## config.mk

```make
export PLATFORM = sky130hd
export DESIGN_NAME = tournament_barrier_node
export DESIGN_NICKNAME = d
export VERILOG_FILES = /design/src/rtl/core/tbn_pkg.sv /design/src/rtl/core/tournament_barrier_node.sv /design/src/rtl/core/tbn_front.sv /design/src/rtl/core/tbn_queue.sv /design/src/rtl/core/tbn_back.sv
export SDC_FILE = /design/constraint.sdc
export NUM_CORES = 1
export LEC_CHECK = 0
export ABC_AREA = 0
export BUFFER_PORTS_ARGS = -buffer_cell sky130_fd_sc_hd__buf_4
export CORE_AREA = 2 2 108 121
export DETAILED_ROUTE_END_ITERATION = 6
export DIE_AREA = 0 0 110 123
export PLACE_DENSITY = 0.8
export SLEW_MARGIN = 5
export SYNTH_ARGS = -nofsm -noshare
export SYNTH_HDL_FRONTEND = slang
export SYNTH_SLANG_ARGS = --single-unit
```

## constraint.sdc

```tcl
create_clock -name clock -period 9.14 [get_ports clock]
set_clock_uncertainty 0.15 [all_clocks]
set_input_delay 0.914 -clock clock [delete_from_list [all_inputs] [get_ports clock]]
set_output_delay 0.914 -clock clock [all_outputs]
set_load 0.02 [all_outputs]
```

## src/rtl/core/tbn_pkg.sv

```systemverilog
package tbn_pkg;

   localparam int MAX_NODES = 64;

   localparam int QUEUE_DEPTH = 2;
   localparam int QPTR_W = (QUEUE_DEPTH > 1) ? $clog2(QUEUE_DEPTH) : 1;
   localparam int QCNT_W = $clog2(QUEUE_DEPTH + 1);

   localparam logic [1:0] MODE_LOCAL   = 2'd0;
   localparam logic [1:0] MODE_ARRIVE  = 2'd1;
   localparam logic [1:0] MODE_RELEASE = 2'd2;

   localparam logic [1:0] SEND_NONE    = 2'd0;
   localparam logic [1:0] SEND_ARRIVE  = 2'd1;
   localparam logic [1:0] SEND_RELEASE = 2'd2;

   localparam logic CSR_RANK  = 1'b0;
   localparam logic CSR_COUNT = 1'b1;

   typedef enum logic [1:0] {
      PH_IDLE,
      PH_GATHER,
      PH_WAITREL
   } phase_type;

   typedef enum logic {
      JOB_SINGLE,
      JOB_RELEASE
   } job_kind_type;

   typedef struct packed {
      job_kind_type kind;
      logic [1:0]   send_kind;
      logic [5:0]   dest_rank;
      logic         done;
      logic         has_child;
      logic [2:0]   upto;
      logic [5:0]   rank;
   } job_type;

endpackage

```

## src/rtl/core/tournament_barrier_node.sv

```systemverilog
// Channel  | Direction | Transfer contents
// ---------+-----------+--------------------------------------------------------
// req_     | in        | tuser: mode; tdata: peer_rank
// rsp_     | out       | tuser: send_kind; tdata: dest_rank, barrier_done; tlast: last
// csr_     | in/out    | 0x0 node_rank, 0x4 node_count; pready tied high
//
// The front takes one transfer per cycle while its two-entry job queue has room.
// The back registers each job, then emits one result per cycle while rsp_ is ready:
// one result, or up to six releases (child first, then beaten partners by round).
// The first result passes the queue, the job register and the output register.
// Synchronous reset clears barrier state, the queue and the output valid flag.
// A stalled rsp_ holds its result; the front keeps taking inputs until the queue fills.
module tournament_barrier_node #(
   parameter int MAX_NODES = tbn_pkg::MAX_NODES
) (
   input  logic        clock,
   input  logic        reset,
   input  logic        req_tvalid,
   output logic        req_tready,
   input  logic [1:0]  req_tuser,   // [1:0] mode
   input  logic [7:0]  req_tdata,   // [5:0] peer_rank, [7:6] zero
   output logic        rsp_tvalid,
   input  logic        rsp_tready,
   output logic [1:0]  rsp_tuser,   // [1:0] send_kind
   output logic [7:0]  rsp_tdata,   // [5:0] dest_rank, [6] barrier_done, [7] zero
   output logic        rsp_tlast,
   input  logic        csr_psel,
   input  logic        csr_penable,
   input  logic        csr_pwrite,
   input  logic [2:0]  csr_paddr,
   input  logic [31:0] csr_pwdata,
   output logic [31:0] csr_prdata,
   output logic        csr_pready
);

   logic             q_full;
   logic             q_push;
   tbn_pkg::job_type q_push_job;
   logic             q_pop;
   logic             q_valid;
   tbn_pkg::job_type q_pop_job;

   tbn_front #(
      .MAX_NODES (MAX_NODES)
   ) u_front (
      .clock       (clock),
      .reset       (reset),
      .req_tvalid  (req_tvalid),
      .req_tready  (req_tready),
      .req_tuser   (req_tuser),
      .req_tdata   (req_tdata),
      .csr_psel    (csr_psel),
      .csr_penable (csr_penable),
      .csr_pwrite  (csr_pwrite),
      .csr_paddr   (csr_paddr),
      .csr_pwdata  (csr_pwdata),
      .csr_prdata  (csr_prdata),
      .csr_pready  (csr_pready),
      .q_full      (q_full),
      .q_push      (q_push),
      .q_job       (q_push_job)
   );

   tbn_queue u_queue (
      .clock     (clock),
      .reset     (reset),
      .push      (q_push),
      .push_job  (q_push_job),
      .full      (q_full),
      .pop       (q_pop),
      .pop_valid (q_valid),
      .pop_job   (q_pop_job)
   );

   tbn_back u_back (
      .clock      (clock),
      .reset      (reset),
      .job_valid  (q_valid),
      .job        (q_pop_job),
      .job_pop    (q_pop),
      .rsp_tvalid (rsp_tvalid),
      .rsp_tready (rsp_tready),
      .rsp_tuser  (rsp_tuser),
      .rsp_tdata  (rsp_tdata),
      .rsp_tlast  (rsp_tlast)
   );

endmodule

```

## src/rtl/core/tbn_front.sv

```systemverilog
module tbn_front #(
   parameter int MAX_NODES = tbn_pkg::MAX_NODES
) (
   input  logic             clock,
   input  logic             reset,
   input  logic             req_tvalid,
   output logic             req_tready,
   input  logic [1:0]       req_tuser,
   input  logic [7:0]       req_tdata,
   input  logic             csr_psel,
   input  logic             csr_penable,
   input  logic             csr_pwrite,
   input  logic [2:0]       csr_paddr,
   input  logic [31:0]      csr_pwdata,
   output logic [31:0]      csr_prdata,
   output logic             csr_pready,
   input  logic             q_full,
   output logic             q_push,
   output tbn_pkg::job_type q_job
);

   localparam int EFF_LIMIT = (MAX_NODES < 64) ? MAX_NODES : 64;
   localparam logic [6:0] EFF_MAX = 7'(EFF_LIMIT);

   logic [5:0]          rank_ff;
   logic [6:0]          count_ff;
   tbn_pkg::phase_type  phase_ff, phase_in;
   logic [6:0]          arrived_ff, arrived_in;
   logic [2:0]          round_ff, round_in;

   logic [6:0] eff;
   logic [2:0] rounds;
   logic [6:0] pow;
   logic [6:0] gap;
   logic       has_child;
   logic       trivial;
   logic       below_p;
   logic       accept;
   logic       cfg_wr;
   logic [1:0] mode;
   logic [5:0] peer;

   assign csr_pready = 1'b1;
   assign cfg_wr     = csr_psel & csr_penable & csr_pwrite & csr_pready;
   assign csr_prdata = (csr_paddr[2] == tbn_pkg::CSR_COUNT) ? {25'd0, count_ff}
                                                          : {26'd0, rank_ff};

   assign req_tready = ~q_full;
   assign accept     = req_tvalid & req_tready;
   assign mode       = req_tuser;
   assign peer       = req_tdata[5:0];

   always_comb begin
      if (count_ff == 7'd0) begin
         eff = 7'd1;
      end else if (count_ff > EFF_MAX) begin
         eff = EFF_MAX;
      end else begin
         eff = count_ff;
      end
   end

   always_comb begin
      rounds = 3'd0;
      for (int b = 1; b < 7; b++) begin
         if (eff[b]) begin
            rounds = 3'(b);
         end
      end
   end

   assign pow       = 7'd1 << rounds;
   assign gap       = eff - pow;
   assign has_child = {1'b0, rank_ff} < gap;
   assign trivial   = (eff == 7'd1) || ({1'b0, rank_ff} >= eff);
   assign below_p   = {1'b0, rank_ff} < pow;

   always_ff @(posedge clock) begin
      if (reset) begin
         rank_ff  <= 6'd0;
         count_ff <= 7'd1;
      end else if (cfg_wr) begin
         case (csr_paddr[2])
            tbn_pkg::CSR_RANK:  rank_ff  <= csr_pwdata[5:0];
            tbn_pkg::CSR_COUNT: count_ff <= csr_pwdata[6:0];
            default: ;
         endcase
      end
   end

   always_ff @(posedge clock) begin
      if (reset) begin
         phase_ff   <= tbn_pkg::PH_IDLE;
         arrived_ff <= 7'd0;
         round_ff   <= 3'd0;
      end else begin
         phase_ff   <= phase_in;
         arrived_ff <= arrived_in;
         round_ff   <= round_in;
      end
   end

   always_comb begin
      logic [6:0] arr_n;
      logic [6:0] new_bit;
      logic [5:0] diff;
      logic       part_hit;
      logic [2:0] part_i;
      logic       is_child;
      logic [2:0] start;
      logic       stop_found;
      logic [2:0] stop_j;
      logic       do_adv;
      logic       fin;
      logic       fin_list;
      logic [2:0] fin_upto;

      phase_in   = phase_ff;
      arrived_in = arrived_ff;
      round_in   = round_ff;
      q_push     = 1'b0;
      q_job      = '0;
      q_job.rank = rank_ff;
      do_adv     = 1'b0;
      fin        = 1'b0;
      fin_list   = 1'b0;
      fin_upto   = 3'd0;

      is_child = has_child && ({1'b0, peer} == 7'({1'b0, rank_ff} + pow));
      diff     = peer ^ rank_ff;
      part_hit = 1'b0;
      part_i   = 3'd0;
      for (int i = 0; i < 6; i++) begin
         if (!part_hit && 3'(i) < rounds && diff == (6'd1 << i) && !rank_ff[i]) begin
            part_hit = 1'b1;
            part_i   = 3'(i);
         end
      end
      new_bit = is_child ? 7'h40 : (part_hit ? (7'd1 << part_i) : 7'd0);
      arr_n   = arrived_ff;
      start   = round_ff;

      if (accept) begin
         case (mode)
            tbn_pkg::MODE_LOCAL: begin
               if (phase_ff == tbn_pkg::PH_IDLE) begin
                  if (trivial) begin
                     fin = 1'b1;
                  end else if (!below_p) begin
                     phase_in        = tbn_pkg::PH_WAITREL;
                     q_push          = 1'b1;
                     q_job.kind      = tbn_pkg::JOB_SINGLE;
                     q_job.send_kind = tbn_pkg::SEND_ARRIVE;
                     q_job.dest_rank = 6'({1'b0, rank_ff} - pow);
                  end else begin
                     phase_in = tbn_pkg::PH_GATHER;
                     round_in = 3'd0;
                     start    = 3'd0;
                     do_adv   = 1'b1;
                  end
               end
            end
            tbn_pkg::MODE_ARRIVE: begin
               if (!trivial && below_p && new_bit != 7'd0 &&
                   (arrived_ff & new_bit) == 7'd0) begin
                  arr_n      = arrived_ff | new_bit;
                  arrived_in = arr_n;
                  do_adv     = (phase_ff == tbn_pkg::PH_GATHER);
               end
            end
            tbn_pkg::MODE_RELEASE: begin
               if (phase_ff == tbn_pkg::PH_WAITREL && !trivial) begin
                  if (!below_p) begin
                     fin = 1'b1;
                  end else if (round_ff < rounds && peer == (rank_ff ^ (6'd1 << round_ff))) begin
                     fin      = 1'b1;
                     fin_list = 1'b1;
                     fin_upto = round_ff;
                  end
               end
            end
            default: ;
         endcase
      end

      stop_found = 1'b0;
      stop_j     = 3'd0;
      for (int j = 0; j < 6; j++) begin
         if (!stop_found && 3'(j) >= start && 3'(j) < rounds && (rank_ff[j] || !arr_n[j])) begin
            stop_found = 1'b1;
            stop_j     = 3'(j);
         end
      end

      if (do_adv && !(has_child && !arr_n[6])) begin
         if (stop_found) begin
            round_in = stop_j;
            if (rank_ff[stop_j]) begin
               phase_in        = tbn_pkg::PH_WAITREL;
               q_push          = 1'b1;
               q_job.kind      = tbn_pkg::JOB_SINGLE;
               q_job.send_kind = tbn_pkg::SEND_ARRIVE;
               q_job.dest_rank = rank_ff ^ (6'd1 << stop_j);
            end
         end else begin
            fin      = 1'b1;
            fin_list = 1'b1;
            fin_upto = rounds;
         end
      end

      if (fin) begin
         phase_in   = tbn_pkg::PH_IDLE;
         arrived_in = 7'd0;
         round_in   = 3'd0;
         q_push     = 1'b1;
         if (fin_list && (has_child || fin_upto != 3'd0)) begin
            q_job.kind      = tbn_pkg::JOB_RELEASE;
            q_job.send_kind = tbn_pkg::SEND_RELEASE;
            q_job.dest_rank = 6'({1'b0, rank_ff} + pow);
            q_job.has_child = has_child;
            q_job.upto      = fin_upto;
         end else begin
            q_job.kind      = tbn_pkg::JOB_SINGLE;
            q_job.send_kind = tbn_pkg::SEND_NONE;
            q_job.dest_rank = 6'd0;
            q_job.done      = 1'b1;
         end
      end

      if (cfg_wr) begin
         phase_in   = tbn_pkg::PH_IDLE;
         arrived_in = 7'd0;
         round_in   = 3'd0;
      end
   end

endmodule

```

## src/rtl/core/tbn_queue.sv

```systemverilog
module tbn_queue (
   input  logic             clock,
   input  logic             reset,
   input  logic             push,
   input  tbn_pkg::job_type push_job,
   output logic             full,
   input  logic             pop,
   output logic             pop_valid,
   output tbn_pkg::job_type pop_job
);

   tbn_pkg::job_type              entry_ff [tbn_pkg::QUEUE_DEPTH];
   logic [tbn_pkg::QPTR_W-1:0]    wr_ptr_ff, wr_ptr_in;
   logic [tbn_pkg::QPTR_W-1:0]    rd_ptr_ff, rd_ptr_in;
   logic [tbn_pkg::QCNT_W-1:0]    count_ff, count_in;
   logic                          do_push;
   logic                          do_pop;

   localparam logic [tbn_pkg::QPTR_W-1:0] PTR_LAST = tbn_pkg::QPTR_W'(tbn_pkg::QUEUE_DEPTH - 1);
   localparam logic [tbn_pkg::QCNT_W-1:0] CNT_FULL = tbn_pkg::QCNT_W'(tbn_pkg::QUEUE_DEPTH);

   assign full      = (count_ff == CNT_FULL);
   assign pop_valid = (count_ff != '0);
   assign pop_job   = entry_ff[rd_ptr_ff];
   assign do_push   = push & ~full;
   assign do_pop    = pop & pop_valid;

   always_comb begin
      wr_ptr_in = wr_ptr_ff;
      rd_ptr_in = rd_ptr_ff;
      count_in  = count_ff;
      if (do_push) begin
         wr_ptr_in = (wr_ptr_ff == PTR_LAST) ? '0 : wr_ptr_ff + 1'b1;
      end
      if (do_pop) begin
         rd_ptr_in = (rd_ptr_ff == PTR_LAST) ? '0 : rd_ptr_ff + 1'b1;
      end
      if (do_push && !do_pop) begin
         count_in = count_ff + 1'b1;
      end else if (do_pop && !do_push) begin
         count_in = count_ff - 1'b1;
      end
   end

   always_ff @(posedge clock) begin
      if (reset) begin
         wr_ptr_ff <= '0;
         rd_ptr_ff <= '0;
         count_ff  <= '0;
      end else begin
         wr_ptr_ff <= wr_ptr_in;
         rd_ptr_ff <= rd_ptr_in;
         count_ff  <= count_in;
      end
   end

   always_ff @(posedge clock) begin
      if (do_push) begin
         entry_ff[wr_ptr_ff] <= push_job;
      end
   end

endmodule

```

## src/rtl/core/tbn_back.sv

```systemverilog
module tbn_back (
   input  logic             clock,
   input  logic             reset,
   input  logic             job_valid,
   input  tbn_pkg::job_type job,
   output logic             job_pop,
   output logic             rsp_tvalid,
   input  logic             rsp_tready,
   output logic [1:0]       rsp_tuser,
   output logic [7:0]       rsp_tdata,
   output logic             rsp_tlast
);

   logic             busy_ff, busy_in;
   tbn_pkg::job_type cur_ff, cur_in;
   logic             child_ff, child_in;
   logic [2:0]       idx_ff, idx_in;
   logic             out_valid_ff, out_valid_in;
   logic [1:0]       out_kind_ff, out_kind_in;
   logic [5:0]       out_dest_ff, out_dest_in;
   logic             out_done_ff, out_done_in;
   logic             out_last_ff, out_last_in;
   logic             slot_free;
   logic             emit;

   assign slot_free  = ~out_valid_ff | rsp_tready;
   assign job_pop    = job_valid & ~busy_ff;
   assign rsp_tvalid = out_valid_ff;
   assign rsp_tuser  = out_kind_ff;
   assign rsp_tdata  = {1'b0, out_done_ff, out_dest_ff};
   assign rsp_tlast  = out_last_ff;

   always_comb begin
      busy_in     = busy_ff;
      cur_in      = cur_ff;
      child_in    = child_ff;
      idx_in      = idx_ff;
      out_kind_in = out_kind_ff;
      out_dest_in = out_dest_ff;
      out_done_in = out_done_ff;
      out_last_in = out_last_ff;
      emit        = 1'b0;

      if (busy_ff && slot_free) begin
         emit = 1'b1;
         if (cur_ff.kind == tbn_pkg::JOB_SINGLE) begin
            out_kind_in = cur_ff.send_kind;
            out_dest_in = cur_ff.dest_rank;
            out_done_in = cur_ff.done;
            out_last_in = 1'b1;
            busy_in     = 1'b0;
         end else begin
            out_kind_in = tbn_pkg::SEND_RELEASE;
            if (child_ff) begin
               out_dest_in = cur_ff.dest_rank;
               out_last_in = (cur_ff.upto == 3'd0);
               child_in    = 1'b0;
            end else begin
               out_dest_in = cur_ff.rank ^ (6'd1 << idx_ff);
               out_last_in = (3'(idx_ff + 3'd1) == cur_ff.upto);
               idx_in      = 3'(idx_ff + 3'd1);
            end
            out_done_in = out_last_in;
            if (out_last_in) begin
               busy_in = 1'b0;
            end
         end
      end

      if (job_pop) begin
         busy_in  = 1'b1;
         cur_in   = job;
         child_in = job.has_child;
         idx_in   = 3'd0;
      end

      if (emit) begin
         out_valid_in = 1'b1;
      end else if (rsp_tready) begin
         out_valid_in = 1'b0;
      end else begin
         out_valid_in = out_valid_ff;
      end
   end

   always_ff @(posedge clock) begin
      if (reset) begin
         busy_ff      <= 1'b0;
         out_valid_ff <= 1'b0;
      end else begin
         busy_ff      <= busy_in;
         out_valid_ff <= out_valid_in;
      end
   end

   always_ff @(posedge clock) begin
      cur_ff      <= cur_in;
      child_ff    <= child_in;
      idx_ff      <= idx_in;
      out_kind_ff <= out_kind_in;
      out_dest_ff <= out_dest_in;
      out_done_ff <= out_done_in;
      out_last_ff <= out_last_in;
   end

endmodule

```

==> impl_metrics.py <==
metrics = {
    "grt": {
        "grt_max_degree": 25,
        "grt_antenna_before_repair": 0,
        "vias_in_the_first_global_route": 5085,
        "grt_first_pass_wirelength_um": 26200,
        "globalRouteOverflowTotal": 0,
        "grt_usage_pct": 25.4,
    },
    "clocking": {
        "cts.repair_timing.setup_buffer_count": 0,
        "clkSinkCount": 102,
        "cts.hold.buffers_added": 0,
        "htree_levels": 3,
        "numCtsBuffers": 9,
        "post_cts_resized": 0,
        "clk-insertion-delay-late_ps": 350,
        "cts.root.buffer_cell": "sky130_fd_sc_hd__clkbuf_16",
        "tritoncts": "built",
        "max-clock-path-buffers": 2,
        "clk_pin_slew_ps": 70,
    },
    "synthesis": {
        "synth-async-reset-ratio_pct": 0,
        "fraction_of_the_yosys_area_taken_by_sequential_cells_pct": 40.8,
        "synth_edf_count": 67,
        "synth_cell_types": 73,
        "synth_warnings": 0,
        "mappedNetlistArea_um2": 6640,
        "average_size_of_a_mapped_cell_um2": 9.60,
        "synth-seq-cells": 102,
        "synthFlopType": "sky130_fd_sc_hd__edfxtp_1",
        "syn-instance-count": 692,
    },
    "critical_path": {
        "timing_worst_setup_path_type": "reg -> reg",
        "critical_path_depth": 21,
        "critPathSlowestCell": "sky130_fd_sc_hd__a221oi_1",
        "timing.critical_path.from": "u_front.count_ff[6]",
        "critPathCapture": "u_queue.count_ff[1]",
        "r2r_setup_slack_ps": 1380,
        "r2r-end": "u_queue.count_ff[1]",
        "setup.worst_path.end_class": "flip-flop",
        "rr_worst_depth": 21,
        "critical_path_peak_fanout": 16,
        "rr_startpoint": "u_front.count_ff[6]",
        "worst_ep_arrival_time_ps": 7890,
        "crit_required_ps": 9280,
        "cpPeakStageDelay_ps": 550,
        "critical_path.startpoint_type": "flip-flop",
        "crit_buf_inv": 0,
        "timing.critical_path.cells": "or3_1, nor3_1, nand2_1, fa_1, a21o_1, a21oi_1, xor2_1, ha_1, a211o_1, o211ai_1, o21ai_0, nor2_1, o221ai_1, a221oi_1, o21ai_0, a41o_1, nand4b_2, nand2_1, ha_1, or3_1, a21oi_1",
        "cp_top_family": "compound AO/OA/AOI/OAI gates",
    },
    "route": {
        "wl_um": 16100,
        "detail_route.vias_per_cell": 5.93,
        "drt_iter0_markers": 352,
        "wire_per_inst_um": 18.3,
        "num_vias": 5238,
        "drtPass1Iterations": 7,
        "drc_errors": 0,
        "ant_nets": 0,
    },
    "timing": {
        "final_period_minus_worst_setup_slack_ps": 7760,
        "max_slew_violation_count": 0,
        "hold_viol_final": 0,
        "unrepaired_setup_endpoints_after_global_routing": "no",
        "final.setup.tns_ps": 0,
        "setup_viol": 0,
        "fin_crit_sh_pct": 84.9,
        "worst_slew_pin_slew_ps": 969,
        "fmax_mhz": 129,
        "timing.max_slew.rel_slack_pct": 34.9,
        "timing.final.ws_setup_ps": 1380,
    },
    "cells_and_area": {
        "total_area_of_multi_input_combinational_cells_um2": 3560,
        "regArea_um2": 2710,
        "final_core_utilization_pct": 58.7,
        "nFillCells": 1063,
        "antenna_diode_instance_count": 0,
        "layout.nets": 813,
        "post_route_cells_drive_above_1_share_pct": 13.6,
        "synthToLayoutAreaGrowth_pct": 8.93,
    },
    "floorplanning": {
        "initial_core_util_pct": 53.9,
        "io_pins": 98,
        "fp.dieH_um": 123,
        "core_um2": 12300,
        "placementRows": 43,
        "die_area_um2": 13500,
        "die_width_um": 110,
    },
    "min_path": {
        "timing.hold.worst.class": "reg -> reg",
    },
    "power_and_ir_drop": {
        "max-vdd-ir-drop_mv": 0.143,
        "p_int_uw": 944,
        "pwr_density_cell_nw_per_um2": 193,
        "power_frac_clock_pct": 26.5,
        "switching_power_uw": 452,
        "total_leakage_power_nw": 2.91,
        "pwr-share-comb_pct": 27.3,
        "switching_share_pct": 32.4,
        "power_frac_seq_pct": 46.2,
    },
    "place": {
        "place.gp.congestion": 0.985,
        "hpwlAfterDp_um": 12200,
        "place_ws_ps": 1510,
        "io_buffer_count": 41,
    },
    "run_status": {
        "outcome": "finished, final reports clean",
    },
    "run": {
        "drv.max_cap_violation_count": 0,
    },
}
[per-layer routing]
| metal | track usage, % | vias up | share of wire, % |
|---|---|---|---|
| met5 | 0 | - | 0 |
| li1 | - | 2522 | - |
| met2 | 44.4 | 211 | 52 |
| met3 | 4.16 | 40 | 5.2 |
| met4 | 9.73 | 0 | 2.6 |
| met1 | 31.1 | 2465 | 41 |
[placed cells by master, fill, tap and decap left out, types with 7 or more instances in the layout]
master	n
sky130_fd_sc_hd__o21ai_0	31
sky130_fd_sc_hd__o21a_1	15
sky130_fd_sc_hd__buf_4	44
sky130_fd_sc_hd__nor2b_1	13
sky130_fd_sc_hd__nor4_1	8
sky130_fd_sc_hd__nand2_1	62
sky130_fd_sc_hd__a221oi_1	7
sky130_fd_sc_hd__a21o_1	12
sky130_fd_sc_hd__o31ai_1	7
sky130_fd_sc_hd__dfxtp_1	35
sky130_fd_sc_hd__o22ai_1	9
sky130_fd_sc_hd__mux2_2	22
sky130_fd_sc_hd__edfxtp_1	67
sky130_fd_sc_hd__nand2b_1	18
sky130_fd_sc_hd__conb_1	27
sky130_fd_sc_hd__xor2_1	15
sky130_fd_sc_hd__clkbuf_16	9
sky130_fd_sc_hd__a21oi_1	24
sky130_fd_sc_hd__xnor2_1	19
sky130_fd_sc_hd__nor2_1	60
sky130_fd_sc_hd__nand3_1	13
sky130_fd_sc_hd__ha_1	37
sky130_fd_sc_hd__nor3_1	19
sky130_fd_sc_hd__inv_1	35
sky130_fd_sc_hd__or3_1	7
sky130_fd_sc_hd__mux2i_1	11
[power by group through the flow]
| stage | logic [mW] | registers, mW | clock network (mW) |
|---|---|---|---|
| floorplan | 0.283 | 0.648 | 0 |
| global placement | 0.364 | 0.651 | 0 |
| detailed placement | 0.378 | 0.656 | 0 |
| CTS | 0.381 | 0.646 | 0.373 |
| global route | 0.424 | 0.657 | 0.392 |
| finish | 0.381 | 0.645 | 0.370 |
[cell usage after synthesis (3+ instances only)]
| cell | count | area share, % |
|---|---|---|
| sky130_fd_sc_hd__a21oi_1 | 24 | 1.8 |
| sky130_fd_sc_hd__nand2_1 | 62 | 3.5 |
| sky130_fd_sc_hd__edfxtp_1 | 67 | 30 |
| sky130_fd_sc_hd__nand2b_1 | 18 | 1.7 |
| sky130_fd_sc_hd__o31ai_1 | 7 | 0.79 |
| sky130_fd_sc_hd__or3_1 | 7 | 0.66 |
| sky130_fd_sc_hd__xor2_1 | 15 | 2.0 |
| sky130_fd_sc_hd__a211oi_1 | 6 | 0.68 |
| sky130_fd_sc_hd__mux2i_1 | 11 | 1.7 |
| sky130_fd_sc_hd__o221a_2 | 4 | 0.68 |
| sky130_fd_sc_hd__buf_2 | 3 | 0.23 |
| sky130_fd_sc_hd__mux2_2 | 22 | 3.7 |
| sky130_fd_sc_hd__ha_1 | 37 | 7.0 |
| sky130_fd_sc_hd__o211ai_1 | 4 | 0.45 |
| sky130_fd_sc_hd__or2_2 | 3 | 0.28 |
| sky130_fd_sc_hd__nand4_1 | 3 | 0.28 |
| sky130_fd_sc_hd__o21a_1 | 15 | 1.7 |
| sky130_fd_sc_hd__o21bai_1 | 3 | 0.34 |
| sky130_fd_sc_hd__nor3b_1 | 3 | 0.34 |
| sky130_fd_sc_hd__a21boi_0 | 3 | 0.34 |
| sky130_fd_sc_hd__xnor2_1 | 19 | 2.5 |
| sky130_fd_sc_hd__a221oi_1 | 7 | 0.92 |
| sky130_fd_sc_hd__a31oi_1 | 3 | 0.28 |
| sky130_fd_sc_hd__a21o_1 | 12 | 1.4 |
| sky130_fd_sc_hd__buf_4 | 29 | 3.3 |
| sky130_fd_sc_hd__and3_1 | 6 | 0.57 |
| sky130_fd_sc_hd__clkbuf_1 | 16 | 0.90 |
| sky130_fd_sc_hd__nor4_1 | 8 | 0.75 |
| sky130_fd_sc_hd__fa_1 | 3 | 0.90 |
| sky130_fd_sc_hd__and2_1 | 6 | 0.57 |
| sky130_fd_sc_hd__inv_1 | 35 | 2.0 |
| sky130_fd_sc_hd__dfxtp_1 | 35 | 11 |
| sky130_fd_sc_hd__nand3_1 | 13 | 0.98 |
| sky130_fd_sc_hd__o31a_1 | 3 | 0.40 |
| sky130_fd_sc_hd__o22ai_1 | 9 | 0.85 |
| sky130_fd_sc_hd__o21ai_0 | 31 | 2.3 |
| sky130_fd_sc_hd__a22oi_1 | 3 | 0.34 |
| sky130_fd_sc_hd__nor2_1 | 60 | 3.4 |
| sky130_fd_sc_hd__nor2b_1 | 13 | 1.2 |
| sky130_fd_sc_hd__nor3_1 | 19 | 1.4 |
[registers in the layout (all words and copies together), names as in the netlist, 2 cells and up, named ones only]
name / flops
u_back.out_dest_ff: 6
u_front.rank_ff: 6
u_front.count_ff: 7
u_back.cur_ff: 18
u_queue.count_ff: 2
u_back.rsp_tuser: 2
u_front.arrived_ff: 7
u_front.phase_ff: 2
u_back.idx_ff: 3
u_queue.entry_ff: 38
u_front.round_ff: 3
[worst min path at each step]
stage | cells past startpoint | to | startpoint | slack [ps]
detailed placement | 1 | u_front.arrived_ff[2] | u_front.arrived_ff[2] | 300
global route | 1 | u_front.arrived_ff[2] | u_front.arrived_ff[2] | 350
floorplan | 1 | u_front.arrived_ff[0] | u_front.arrived_ff[0] | 280
CTS | 1 | u_front.arrived_ff[2] | u_front.arrived_ff[2] | 320
global placement | 1 | u_front.arrived_ff[0] | u_front.arrived_ff[0] | 300
finish | 1 | u_front.arrived_ff[2] | u_front.arrived_ff[2] | 330
[through the flow]
step	area [um2]	hold WS (ps)	power [mW]	cells
floorplan	6740	283	0.931	717
global placement	6940	298	1.01	867
detailed placement	6940	305	1.03	867
CTS	7230	321	1.40	883
global route	7230	353	1.47	883
finish	7230	325	1.40	883
[area by class of cell]
class / instances / share of cell area, %
clock inverters: 6 / 0.726
clock buffers: 10 / 3.30
repair buffers: 44 / 4.57
well taps: 157 / 2.72
multi-input cells: 526 / 49.2
flip-flops and latches: 102 / 37.5
inverters: 38 / 1.97
[cells by family after synthesis]
group,count (synthesis),synth area share [%]
other cells,2,0.113
xor+xnor,34,4.48
mux,33,5.39
buf+inv,89,6.95
compound gates,154,16.3
simple gates,238,18.1
flops,102,40.8
fa+ha+maj,40,7.87
Power figures use the tool's default switching activity.
